===== src/ledenc_pkg.sv =====
package ledenc_pkg;

  localparam int unsigned BITS_PER_PIXEL_DEF = 24;
  localparam int unsigned COLOR_W = 24;
  localparam int unsigned TICKS_W = 24;
  localparam int unsigned SHORT_TICKS_W = 16;
  localparam int unsigned CFG_INDEX_W = 3;
  localparam int unsigned CFG_DATA_W = 24;
  localparam int unsigned QUEUE_DEPTH = 2;

  localparam logic [SHORT_TICKS_W-1:0] ZERO_HIGH_RST = 16'd22;
  localparam logic [SHORT_TICKS_W-1:0] ZERO_LOW_RST = 16'd51;
  localparam logic [SHORT_TICKS_W-1:0] ONE_HIGH_RST = 16'd45;
  localparam logic [SHORT_TICKS_W-1:0] ONE_LOW_RST = 16'd38;
  localparam logic [TICKS_W-1:0] RESET_HIGH_RST = 24'd192000;
  localparam logic [TICKS_W-1:0] RESET_LOW_RST = 24'd12800;
  localparam logic SWAP_RST = 1'b1;

  typedef enum logic [CFG_INDEX_W-1:0] {
    REG_ZERO_HIGH  = 3'd0,
    REG_ZERO_LOW   = 3'd1,
    REG_ONE_HIGH   = 3'd2,
    REG_ONE_LOW    = 3'd3,
    REG_RESET_HIGH = 3'd4,
    REG_RESET_LOW  = 3'd5,
    REG_SWAP       = 3'd6
  } reg_index_t;

  typedef enum logic [2:0] {
    PH_IDLE,
    PH_RST_HIGH,
    PH_RST_LOW,
    PH_BIT_HIGH,
    PH_BIT_LOW
  } phase_t;

  typedef struct packed {
    logic [SHORT_TICKS_W-1:0] zero_high;
    logic [SHORT_TICKS_W-1:0] zero_low;
    logic [SHORT_TICKS_W-1:0] one_high;
    logic [SHORT_TICKS_W-1:0] one_low;
    logic [TICKS_W-1:0]       reset_high;
    logic [TICKS_W-1:0]       reset_low;
  } ledenc_cfg_t;

  typedef struct packed {
    logic busy;
    logic fetch;
  } ledenc_status_t;

  function automatic logic [COLOR_W-1:0] swap_rg(input logic [COLOR_W-1:0] rgb);
    swap_rg = {rgb[15:8], rgb[23:16], rgb[7:0]};
  endfunction

endpackage


===== src/ledenc_fifo.sv =====
module ledenc_fifo #(
  parameter int unsigned WIDTH = 25,
  parameter int unsigned DEPTH = 2
) (
  input  logic             clk,
  input  logic             rst,
  input  logic             wr_en,
  input  logic [WIDTH-1:0] wr_data,
  input  logic             rd_en,
  output logic [WIDTH-1:0] rd_data,
  output logic             full,
  output logic             empty
);
  localparam int unsigned PTR_W = (DEPTH > 1) ? $clog2(DEPTH) : 1;
  localparam int unsigned CNT_W = $clog2(DEPTH + 1);

  logic [WIDTH-1:0] mem [DEPTH];
  logic [PTR_W-1:0] wr_ptr;
  logic [PTR_W-1:0] rd_ptr;
  logic [CNT_W-1:0] count;
  logic             do_wr;
  logic             do_rd;

  assign full    = (count == CNT_W'(DEPTH));
  assign empty   = (count == '0);
  assign do_wr   = wr_en && !full;
  assign do_rd   = rd_en && !empty;
  assign rd_data = mem[rd_ptr];

  always_ff @(posedge clk) begin
    if (do_wr) begin
      mem[wr_ptr] <= wr_data;
    end
  end

  always_ff @(posedge clk) begin
    if (rst) begin
      wr_ptr <= '0;
      rd_ptr <= '0;
      count  <= '0;
    end else begin
      if (do_wr) begin
        wr_ptr <= (wr_ptr == PTR_W'(DEPTH - 1)) ? '0 : wr_ptr + 1'b1;
      end
      if (do_rd) begin
        rd_ptr <= (rd_ptr == PTR_W'(DEPTH - 1)) ? '0 : rd_ptr + 1'b1;
      end
      if (do_wr && !do_rd) begin
        count <= count + 1'b1;
      end else if (do_rd && !do_wr) begin
        count <= count - 1'b1;
      end
    end
  end

endmodule


===== src/ledenc_front.sv =====
module ledenc_front #(
  parameter int unsigned BITS_PER_PIXEL = 24
) (
  input  logic [ledenc_pkg::COLOR_W-1:0] pixel_color,
  input  logic                           frame_start,
  input  logic                           push,
  input  logic                           full,
  input  logic                           swap_red_green,
  output logic                           wr_en,
  output logic [BITS_PER_PIXEL:0]        wr_data
);
  import ledenc_pkg::*;

  logic [COLOR_W-1:0] color;

  // Reorder to wire order, then widen so extra top bits go out as zero codes.
  assign color   = swap_red_green ? swap_rg(pixel_color) : pixel_color;
  assign wr_en   = push && !full;
  assign wr_data = {frame_start, BITS_PER_PIXEL'(color)};

endmodule


===== src/ledenc_back.sv =====
module ledenc_back #(
  parameter int unsigned BITS_PER_PIXEL = 24
) (
  input  logic                           clk,
  input  logic                           rst,
  input  ledenc_pkg::ledenc_cfg_t        cfg,
  input  logic                           q_empty,
  input  logic [BITS_PER_PIXEL:0]        q_data,
  output logic                           q_pop,
  output ledenc_pkg::ledenc_status_t     status,
  output logic                           line_level,
  output logic [ledenc_pkg::TICKS_W-1:0] segment_ticks,
  output logic                           last_segment,
  output logic                           empty,
  input  logic                           pop
);
  import ledenc_pkg::*;

  localparam int unsigned CNT_W = $clog2(BITS_PER_PIXEL);

  phase_t                    phase;
  phase_t                    phase_next;
  logic [BITS_PER_PIXEL-1:0] word;
  logic [BITS_PER_PIXEL-1:0] word_next;
  logic [CNT_W-1:0]          bit_cnt;
  logic [CNT_W-1:0]          bit_cnt_next;
  logic                      out_valid;
  logic                      out_valid_next;
  logic                      slot_free;
  logic                      emit;
  logic                      finish;
  logic                      fetch;
  logic                      seg_level;
  logic [TICKS_W-1:0]        seg_ticks;
  logic                      seg_last;

  assign slot_free = !out_valid || pop;
  assign emit      = (phase != PH_IDLE) && slot_free;
  assign finish    = emit && (phase == PH_BIT_LOW) && (bit_cnt == '0);
  assign fetch     = ((phase == PH_IDLE) || finish) && !q_empty;
  assign q_pop     = fetch;
  assign status    = '{busy: (phase != PH_IDLE), fetch: fetch};
  assign empty     = !out_valid;

  always_comb begin
    phase_next   = phase;
    word_next    = word;
    bit_cnt_next = bit_cnt;
    seg_level    = 1'b0;
    seg_ticks    = '0;
    seg_last     = 1'b0;
    unique case (phase)
      PH_IDLE: begin
      end
      PH_RST_HIGH: begin
        seg_level = 1'b1;
        seg_ticks = cfg.reset_high;
        if (slot_free) begin
          phase_next = PH_RST_LOW;
        end
      end
      PH_RST_LOW: begin
        seg_ticks = cfg.reset_low;
        if (slot_free) begin
          phase_next = PH_BIT_HIGH;
        end
      end
      PH_BIT_HIGH: begin
        seg_level = 1'b1;
        seg_ticks = word[BITS_PER_PIXEL-1] ? TICKS_W'(cfg.one_high) : TICKS_W'(cfg.zero_high);
        if (slot_free) begin
          phase_next = PH_BIT_LOW;
        end
      end
      PH_BIT_LOW: begin
        seg_ticks = word[BITS_PER_PIXEL-1] ? TICKS_W'(cfg.one_low) : TICKS_W'(cfg.zero_low);
        seg_last  = (bit_cnt == '0);
        if (slot_free) begin
          // Advance to the next bit, or drop back to idle after the last one.
          if (bit_cnt == '0) begin
            phase_next = PH_IDLE;
          end else begin
            phase_next   = PH_BIT_HIGH;
            word_next    = {word[BITS_PER_PIXEL-2:0], 1'b0};
            bit_cnt_next = bit_cnt - 1'b1;
          end
        end
      end
      default: begin
        phase_next = PH_IDLE;
      end
    endcase
    // Pull the next pixel in the same cycle the previous one ends.
    if (fetch) begin
      phase_next   = q_data[BITS_PER_PIXEL] ? PH_RST_HIGH : PH_BIT_HIGH;
      word_next    = q_data[BITS_PER_PIXEL-1:0];
      bit_cnt_next = CNT_W'(BITS_PER_PIXEL - 1);
    end
    out_valid_next = emit ? 1'b1 : (pop ? 1'b0 : out_valid);
  end

  always_ff @(posedge clk) begin
    if (rst) begin
      phase     <= PH_IDLE;
      out_valid <= 1'b0;
    end else begin
      phase     <= phase_next;
      out_valid <= out_valid_next;
    end
  end

  always_ff @(posedge clk) begin
    word    <= word_next;
    bit_cnt <= bit_cnt_next;
    if (emit) begin
      line_level    <= seg_level;
      segment_ticks <= seg_ticks;
      last_segment  <= seg_last;
    end
  end

endmodule


===== src/addressable_led_bit_encoder.sv =====
// Addressable LED bit encoder. Push one pixel per beat (24-bit RGB, red in
// 23:16, plus a frame_start flag); pop the line waveform as timed segments,
// each a level and a duration in clock ticks. A pixel with frame_start set is
// preceded by the reset pair (high for reset_high_ticks, then low for
// reset_low_ticks). Each of the BITS_PER_PIXEL data bits, MSB first, gives a
// high segment and a low segment from the zero-code or one-code timings; the
// final low segment of a pixel carries last_segment. With swap_red_green set
// the red and green bytes go out exchanged (GRB wire order). The segment
// generator emits one segment per clock while the output is not stalled by
// pop; the next queued pixel is fetched in the same cycle as the last segment
// of the current one is emitted. A two-entry pixel queue sits in front of the
// generator, so push keeps being taken while segments drain. Configuration is
// written through cfg_valid / cfg_ready (always ready), cfg_index selects the
// register in the order zero high, zero low, one high, one low, reset high,
// reset low, swap; other indexes are ignored. Write configuration only while
// the block is idle.
module addressable_led_bit_encoder #(
  parameter int unsigned BITS_PER_PIXEL = ledenc_pkg::BITS_PER_PIXEL_DEF
) (
  input  logic                               clk,
  input  logic                               rst,
  // pixel input beat
  input  logic                               push,
  output logic                               full,
  input  logic [ledenc_pkg::COLOR_W-1:0]     pixel_color,
  input  logic                               frame_start,
  // segment output beat
  output logic                               empty,
  input  logic                               pop,
  output logic                               line_level,
  output logic [ledenc_pkg::TICKS_W-1:0]     segment_ticks,
  output logic                               last_segment,
  // configuration write beat
  input  logic                               cfg_valid,
  output logic                               cfg_ready,
  input  logic [ledenc_pkg::CFG_INDEX_W-1:0] cfg_index,
  input  logic [ledenc_pkg::CFG_DATA_W-1:0]  cfg_data
);
  import ledenc_pkg::*;

  ledenc_cfg_t           cfg;
  logic                  swap_red_green;
  logic                  q_wr_en;
  logic [BITS_PER_PIXEL:0] q_wr_data;
  logic [BITS_PER_PIXEL:0] q_rd_data;
  logic                  q_pop;
  logic                  q_empty;
  ledenc_status_t        status;

  // Configuration registers: always accept, mask to register width.
  assign cfg_ready = 1'b1;

  always_ff @(posedge clk) begin
    if (rst) begin
      cfg.zero_high  <= ZERO_HIGH_RST;
      cfg.zero_low   <= ZERO_LOW_RST;
      cfg.one_high   <= ONE_HIGH_RST;
      cfg.one_low    <= ONE_LOW_RST;
      cfg.reset_high <= RESET_HIGH_RST;
      cfg.reset_low  <= RESET_LOW_RST;
      swap_red_green <= SWAP_RST;
    end else if (cfg_valid && cfg_ready) begin
      unique case (cfg_index)
        REG_ZERO_HIGH:  cfg.zero_high  <= cfg_data[SHORT_TICKS_W-1:0];
        REG_ZERO_LOW:   cfg.zero_low   <= cfg_data[SHORT_TICKS_W-1:0];
        REG_ONE_HIGH:   cfg.one_high   <= cfg_data[SHORT_TICKS_W-1:0];
        REG_ONE_LOW:    cfg.one_low    <= cfg_data[SHORT_TICKS_W-1:0];
        REG_RESET_HIGH: cfg.reset_high <= cfg_data[TICKS_W-1:0];
        REG_RESET_LOW:  cfg.reset_low  <= cfg_data[TICKS_W-1:0];
        REG_SWAP:       swap_red_green <= cfg_data[0];
        default: begin
        end
      endcase
    end
  end

  // Front: reorder and widen the pixel, tag it with the frame flag.
  ledenc_front #(
    .BITS_PER_PIXEL(BITS_PER_PIXEL)
  ) u_front (
    .pixel_color   (pixel_color),
    .frame_start   (frame_start),
    .push          (push),
    .full          (full),
    .swap_red_green(swap_red_green),
    .wr_en         (q_wr_en),
    .wr_data       (q_wr_data)
  );

  // Pixel queue between front and segment generator.
  ledenc_fifo #(
    .WIDTH(BITS_PER_PIXEL + 1),
    .DEPTH(QUEUE_DEPTH)
  ) u_queue (
    .clk    (clk),
    .rst    (rst),
    .wr_en  (q_wr_en),
    .wr_data(q_wr_data),
    .rd_en  (q_pop),
    .rd_data(q_rd_data),
    .full   (full),
    .empty  (q_empty)
  );

  // Back: walk the reset pair and the data bits, one segment per beat.
  ledenc_back #(
    .BITS_PER_PIXEL(BITS_PER_PIXEL)
  ) u_back (
    .clk          (clk),
    .rst          (rst),
    .cfg          (cfg),
    .q_empty      (q_empty),
    .q_data       (q_rd_data),
    .q_pop        (q_pop),
    .status       (status),
    .line_level   (line_level),
    .segment_ticks(segment_ticks),
    .last_segment (last_segment),
    .empty        (empty),
    .pop          (pop)
  );

`ifndef SYNTHESIS
  // The pixel-closing segment is always a low one.
  a_last_is_low: assert property (@(posedge clk) disable iff (rst)
    (!empty && last_segment) |-> !line_level)
    else $error("last segment with line high");

  // An accepted pixel is held in the queue or already in the generator.
  a_pixel_kept: assert property (@(posedge clk) disable iff (rst)
    (push && !full) |=> (!q_empty || status.busy))
    else $error("accepted pixel lost");

  // The generator only fetches when idle or on its final low segment.
  a_fetch_point: assert property (@(posedge clk) disable iff (rst)
    status.fetch |-> (!status.busy || (!(!empty && !pop) && !q_empty)))
    else $error("pixel fetched mid-stream");
`endif

endmodule


===== config.mk =====
export PLATFORM = sky130hd
export DESIGN_NAME = addressable_led_bit_encoder
export DESIGN_NICKNAME = d
export VERILOG_FILES = /design/src/ledenc_pkg.sv /design/src/ledenc_fifo.sv /design/src/ledenc_front.sv /design/src/ledenc_back.sv /design/src/addressable_led_bit_encoder.sv
export SDC_FILE = /design/constraint.sdc
export NUM_CORES = 1
export LEC_CHECK = 0
export BUFFER_PORTS_ARGS = -buffer_cell sky130_fd_sc_hd__buf_2
export CORE_MARGIN = 2
export CORE_UTILIZATION = 61
export CTS_BUF_LIST = sky130_fd_sc_hd__clkbuf_8
export DETAILED_ROUTE_END_ITERATION = 8
export MAX_ROUTING_LAYER = met4
export PLACE_DENSITY = 0.87
export SLEW_MARGIN = 10
export SYNTH_ARGS = -nofsm -noshare
export SYNTH_HDL_FRONTEND = slang
export SYNTH_SLANG_ARGS = --single-unit

===== constraint.sdc =====
create_clock -name clk -period 3.7 [get_ports clk]
set_clock_uncertainty 0.15 [all_clocks]
set_input_delay 0.74 -clock clk [delete_from_list [all_inputs] [get_ports clk]]
set_output_delay 0.74 -clock clk [all_outputs]
set_load 0.005 [all_outputs]

==> impl_metrics.ini <==
[power_and_ir_drop]
sw_frac_of_total_pct = 30.48
internal_power_mw = 4.927
power_frac_comb_pct = 24.2
cellPowerDensity_nw_per_um2 = 681.4
total_power_mw = 7.087
p_sw_mw = 2.160
p_leak_nw = 3.921
power_frac_seq_pct = 48.2
power_frac_clock_pct = 27.6
ir_drop_mv = 0.3880

[placement]
hpwl_mm = 12.07
dp_cells = 1129
pre_cts_slack_ns = 0.8154
gp_congestion = 0.8444
port_buffers = 84

[floorplan]
rows = 44
dieArea_um2 = 16080
start_util_pct = 62.83
die_h_um = 126.8
fp.coreArea_um2 = 14640
fp.dieW_um = 126.8
ios = 86

[detailed_routing]
vias = 7003
drtIter0Drc = 713
wl_mm = 20.38
drc = 0
wl_per_cell_um = 17.10
ant_nets = 0
via_per_inst = 5.875
dr.pass1.iters = 5

[global_routing]
grt.total_usage_pct = 26.17
grt_first_pass_wirelength_mm = 33.03
antenna_found_initial = 0
overflow = 0
grt_pass1_vias = 6846
grt_max_degree = 123

[timing]
slew_headroom_pct = 19.84
post-route-period-util_pct = 72.91
fin_ws_ns = 1.002
drv_slew = 0
min_period_ns = 2.698
fmax_mhz = 370.7
setup_viol = 0
finalSetupTns_ns = 0
hold_viol = 0
tightest_slew_ns = 1.202
rsz0062_at_grt = no

[setup_path]
r2r_start = u_back.bit_cnt[0]
cp_data_required_time_ns = 3.97
cp-start-kind = flip-flop
crit_path_end_kind = flip-flop
reg2regPathDepth = 9
r2r-end = u_queue.count[1]
r2r_setup_slack_ns = 1.00
cp.arrival_ns = 2.97
crit_type = reg -> reg
crit_path_max_fanout = 31

[synth]
yosys_warnings = 0
synth_area_um2 = 9201
avgSynthCellArea_um2 = 10.16
syn_nets = 966
synth_cell_types = 43
ys_ff_latch = 227
netlist_instances = 906
ys_seq_area_share_pct = 60.27

[hold_path]
holdCritPathClass = in -> reg
min_to = u_queue.mem[0][4]
holdCritStartpoint = pixel_color[4]
holdPathStages = 1

[clocking]
cts_hold_repair.buffers = 0
cts_buffer_depth = 3
tritoncts = done
htreeDepth = 2
cts_resized = 0
cts-root-buf = clkbuf_8
path_clk_slew_ns = 0.06
postCtsSetupBuffers = 0
numCtsBuffers = 36
cts.sinks = 227
clk_latency_ns = 0.53

[cells_and_area]
final_cell_mix = 249 x nand2_1, 127 x dfxtp_1, 107 x a21oi_1
nFillCells = 1006
post-route-util_pct = 71.03
synthToLayoutAreaGrowth_pct = 13.04
diodes = 0
fin_nets = 1043
drive_gt1_share_pct = 16.67
layout_commonest_cell = nand2_1
final-instance-count-excl-fill = 1192

[run]
maxCapViolCount = 0

[outcome]
status = complete, no violations
[final cells by class]
cell class / count / area (µm²) / share of cell area [%]
Sequential cell: 227 / 5545 / 53.31
Multi-Input combinational cell: 614 / 3405 / 32.73
Clock buffer: 42 / 578.1 / 5.558
Timing Repair Buffer: 99 / 535.5 / 5.149
Tap cell: 184 / 230.2 / 2.213
Clock inverter: 21 / 88.84 / 0.8541
Inverter: 5 / 18.77 / 0.1804
[sequential cells by signal (all words and copies together), names as in the netlist, named ones only]
| signal | flops |
|---|---|
| u_queue.rd_ptr | 1 |
| u_back.line_level | 1 |
| u_back.out_valid | 1 |
| u_back.last_segment | 1 |
| u_queue.mem | 50 |
| u_back.segment_ticks | 24 |
| u_queue.wr_ptr | 1 |
| u_back.word | 24 |
| cfg | 112 |
| u_queue.count | 2 |
| u_back.phase | 3 |
| u_back.bit_cnt | 5 |
| swap_red_green | 1 |
[power by group through the flow]
stage | combinational (mW) | sequential (mW) | clock, mW
after global placement | 1.65 | 3.43 | 0
final | 1.72 | 3.41 | 1.96
after global routing | 1.88 | 3.46 | 2.11
after CTS | 1.72 | 3.41 | 1.99
after detailed placement | 1.70 | 3.46 | 0
after floorplan | 1.15 | 3.44 | 0
[worst max path at each step]
stage          slack (ns)  cells after the start             endpoint         startpoint
3_3_place_gp         0.86                      8     u_queue.count[1]                pop
6_report             1.00                      9     u_queue.count[1]  u_back.bit_cnt[0]
3_5_place_dp         0.82                      8     u_queue.count[1]                pop
2_1_floorplan        1.06                      3  u_back.last_segment                pop
4_1_cts              1.03                      9     u_queue.count[1]  u_back.bit_cnt[0]
5_1_grt              0.91                      9     u_queue.count[1]  u_back.bit_cnt[0]
[critical path, stage by stage (launching register included)]
cell     delay (ns)
dfxtp_1        0.30
inv_1          0.11
ha_1           0.15
or4b_4         0.52
o21ai_1        0.20
nand2_1        0.09
buf_4          0.22
ha_1           0.36
or3_1          0.37
a21oi_1        0.14
[cell families after synthesis]
kind of cell             Yosys count  synth area share [%]
AO/OA/AOI/OAI                    194                 11.82
buffers and inverters             65                 2.869
multiplexers                      74                 8.268
XOR/XNOR                           6                0.5711
adder cells (fa/ha/maj)            3                0.4080
other                              1               0.04076
AND/OR/NAND/NOR                  336                 15.76
flip-flops                       227                 60.27
[layer usage]
layer	global-route usage [%]	vias to the layer above	wire length [µm]
met1	32.42	3327	8380
li1	-	3310	-
met2	42.00	315	9780
met3	6.200	51	1671
met4	10.02	0	546
met5	-	-	0
[cell usage after synthesis (all sizes together)]
| library cell | count | area (µm²) |
|---|---|---|
| nand2 | 249 | 934.7 |
| dfxtp | 127 | 2542 |
| a21oi | 107 | 535.5 |
| edfxtp | 100 | 3003 |
| mux2i | 58 | 580.6 |
| clkbuf | 51 | 191.4 |
| o21ai | 50 | 250.2 |
| nand3b | 26 | 195.2 |
| nor2 | 26 | 97.59 |
| mux2 | 16 | 180.2 |
| o211ai | 13 | 97.59 |
| buf | 9 | 53.80 |
| a22o | 8 | 70.07 |
| nand2b | 6 | 37.54 |
| nand3 | 6 | 30.03 |
| nor2b | 6 | 37.54 |
| inv | 5 | 18.77 |
| xor2 | 5 | 43.79 |
| a221o | 4 | 40.04 |
| o22ai | 4 | 25.02 |
| or3 | 4 | 25.02 |
| ha | 3 | 37.54 |
| nor3 | 3 | 15.01 |
| and2 | 2 | 12.51 |
| and3 | 2 | 12.51 |
| nand4 | 2 | 12.51 |
| nor3b | 2 | 20.02 |
| a21boi | 1 | 7.510 |
| a21o | 1 | 7.510 |
| a221oi | 1 | 8.760 |
| a22oi | 1 | 7.510 |
| a31oi | 1 | 6.260 |
| conb | 1 | 3.750 |
| o21a | 1 | 15.01 |
| o21bai | 1 | 7.510 |
| o22a | 1 | 8.760 |
| or2 | 1 | 6.260 |
| or4b | 1 | 13.76 |
| xnor2 | 1 | 8.760 |
[metrics by stage]
step / instance area (µm²) / hold WS (ns)
after detailed placement: 9734 / 0.2966
after floorplan: 9201 / 0.2857
after CTS: 10400 / 0.2231
final: 10400 / 0.2453
after global placement: 9734 / 0.2903
after global routing: 10400 / 0.2338
Power figures use the tool's default switching activity.
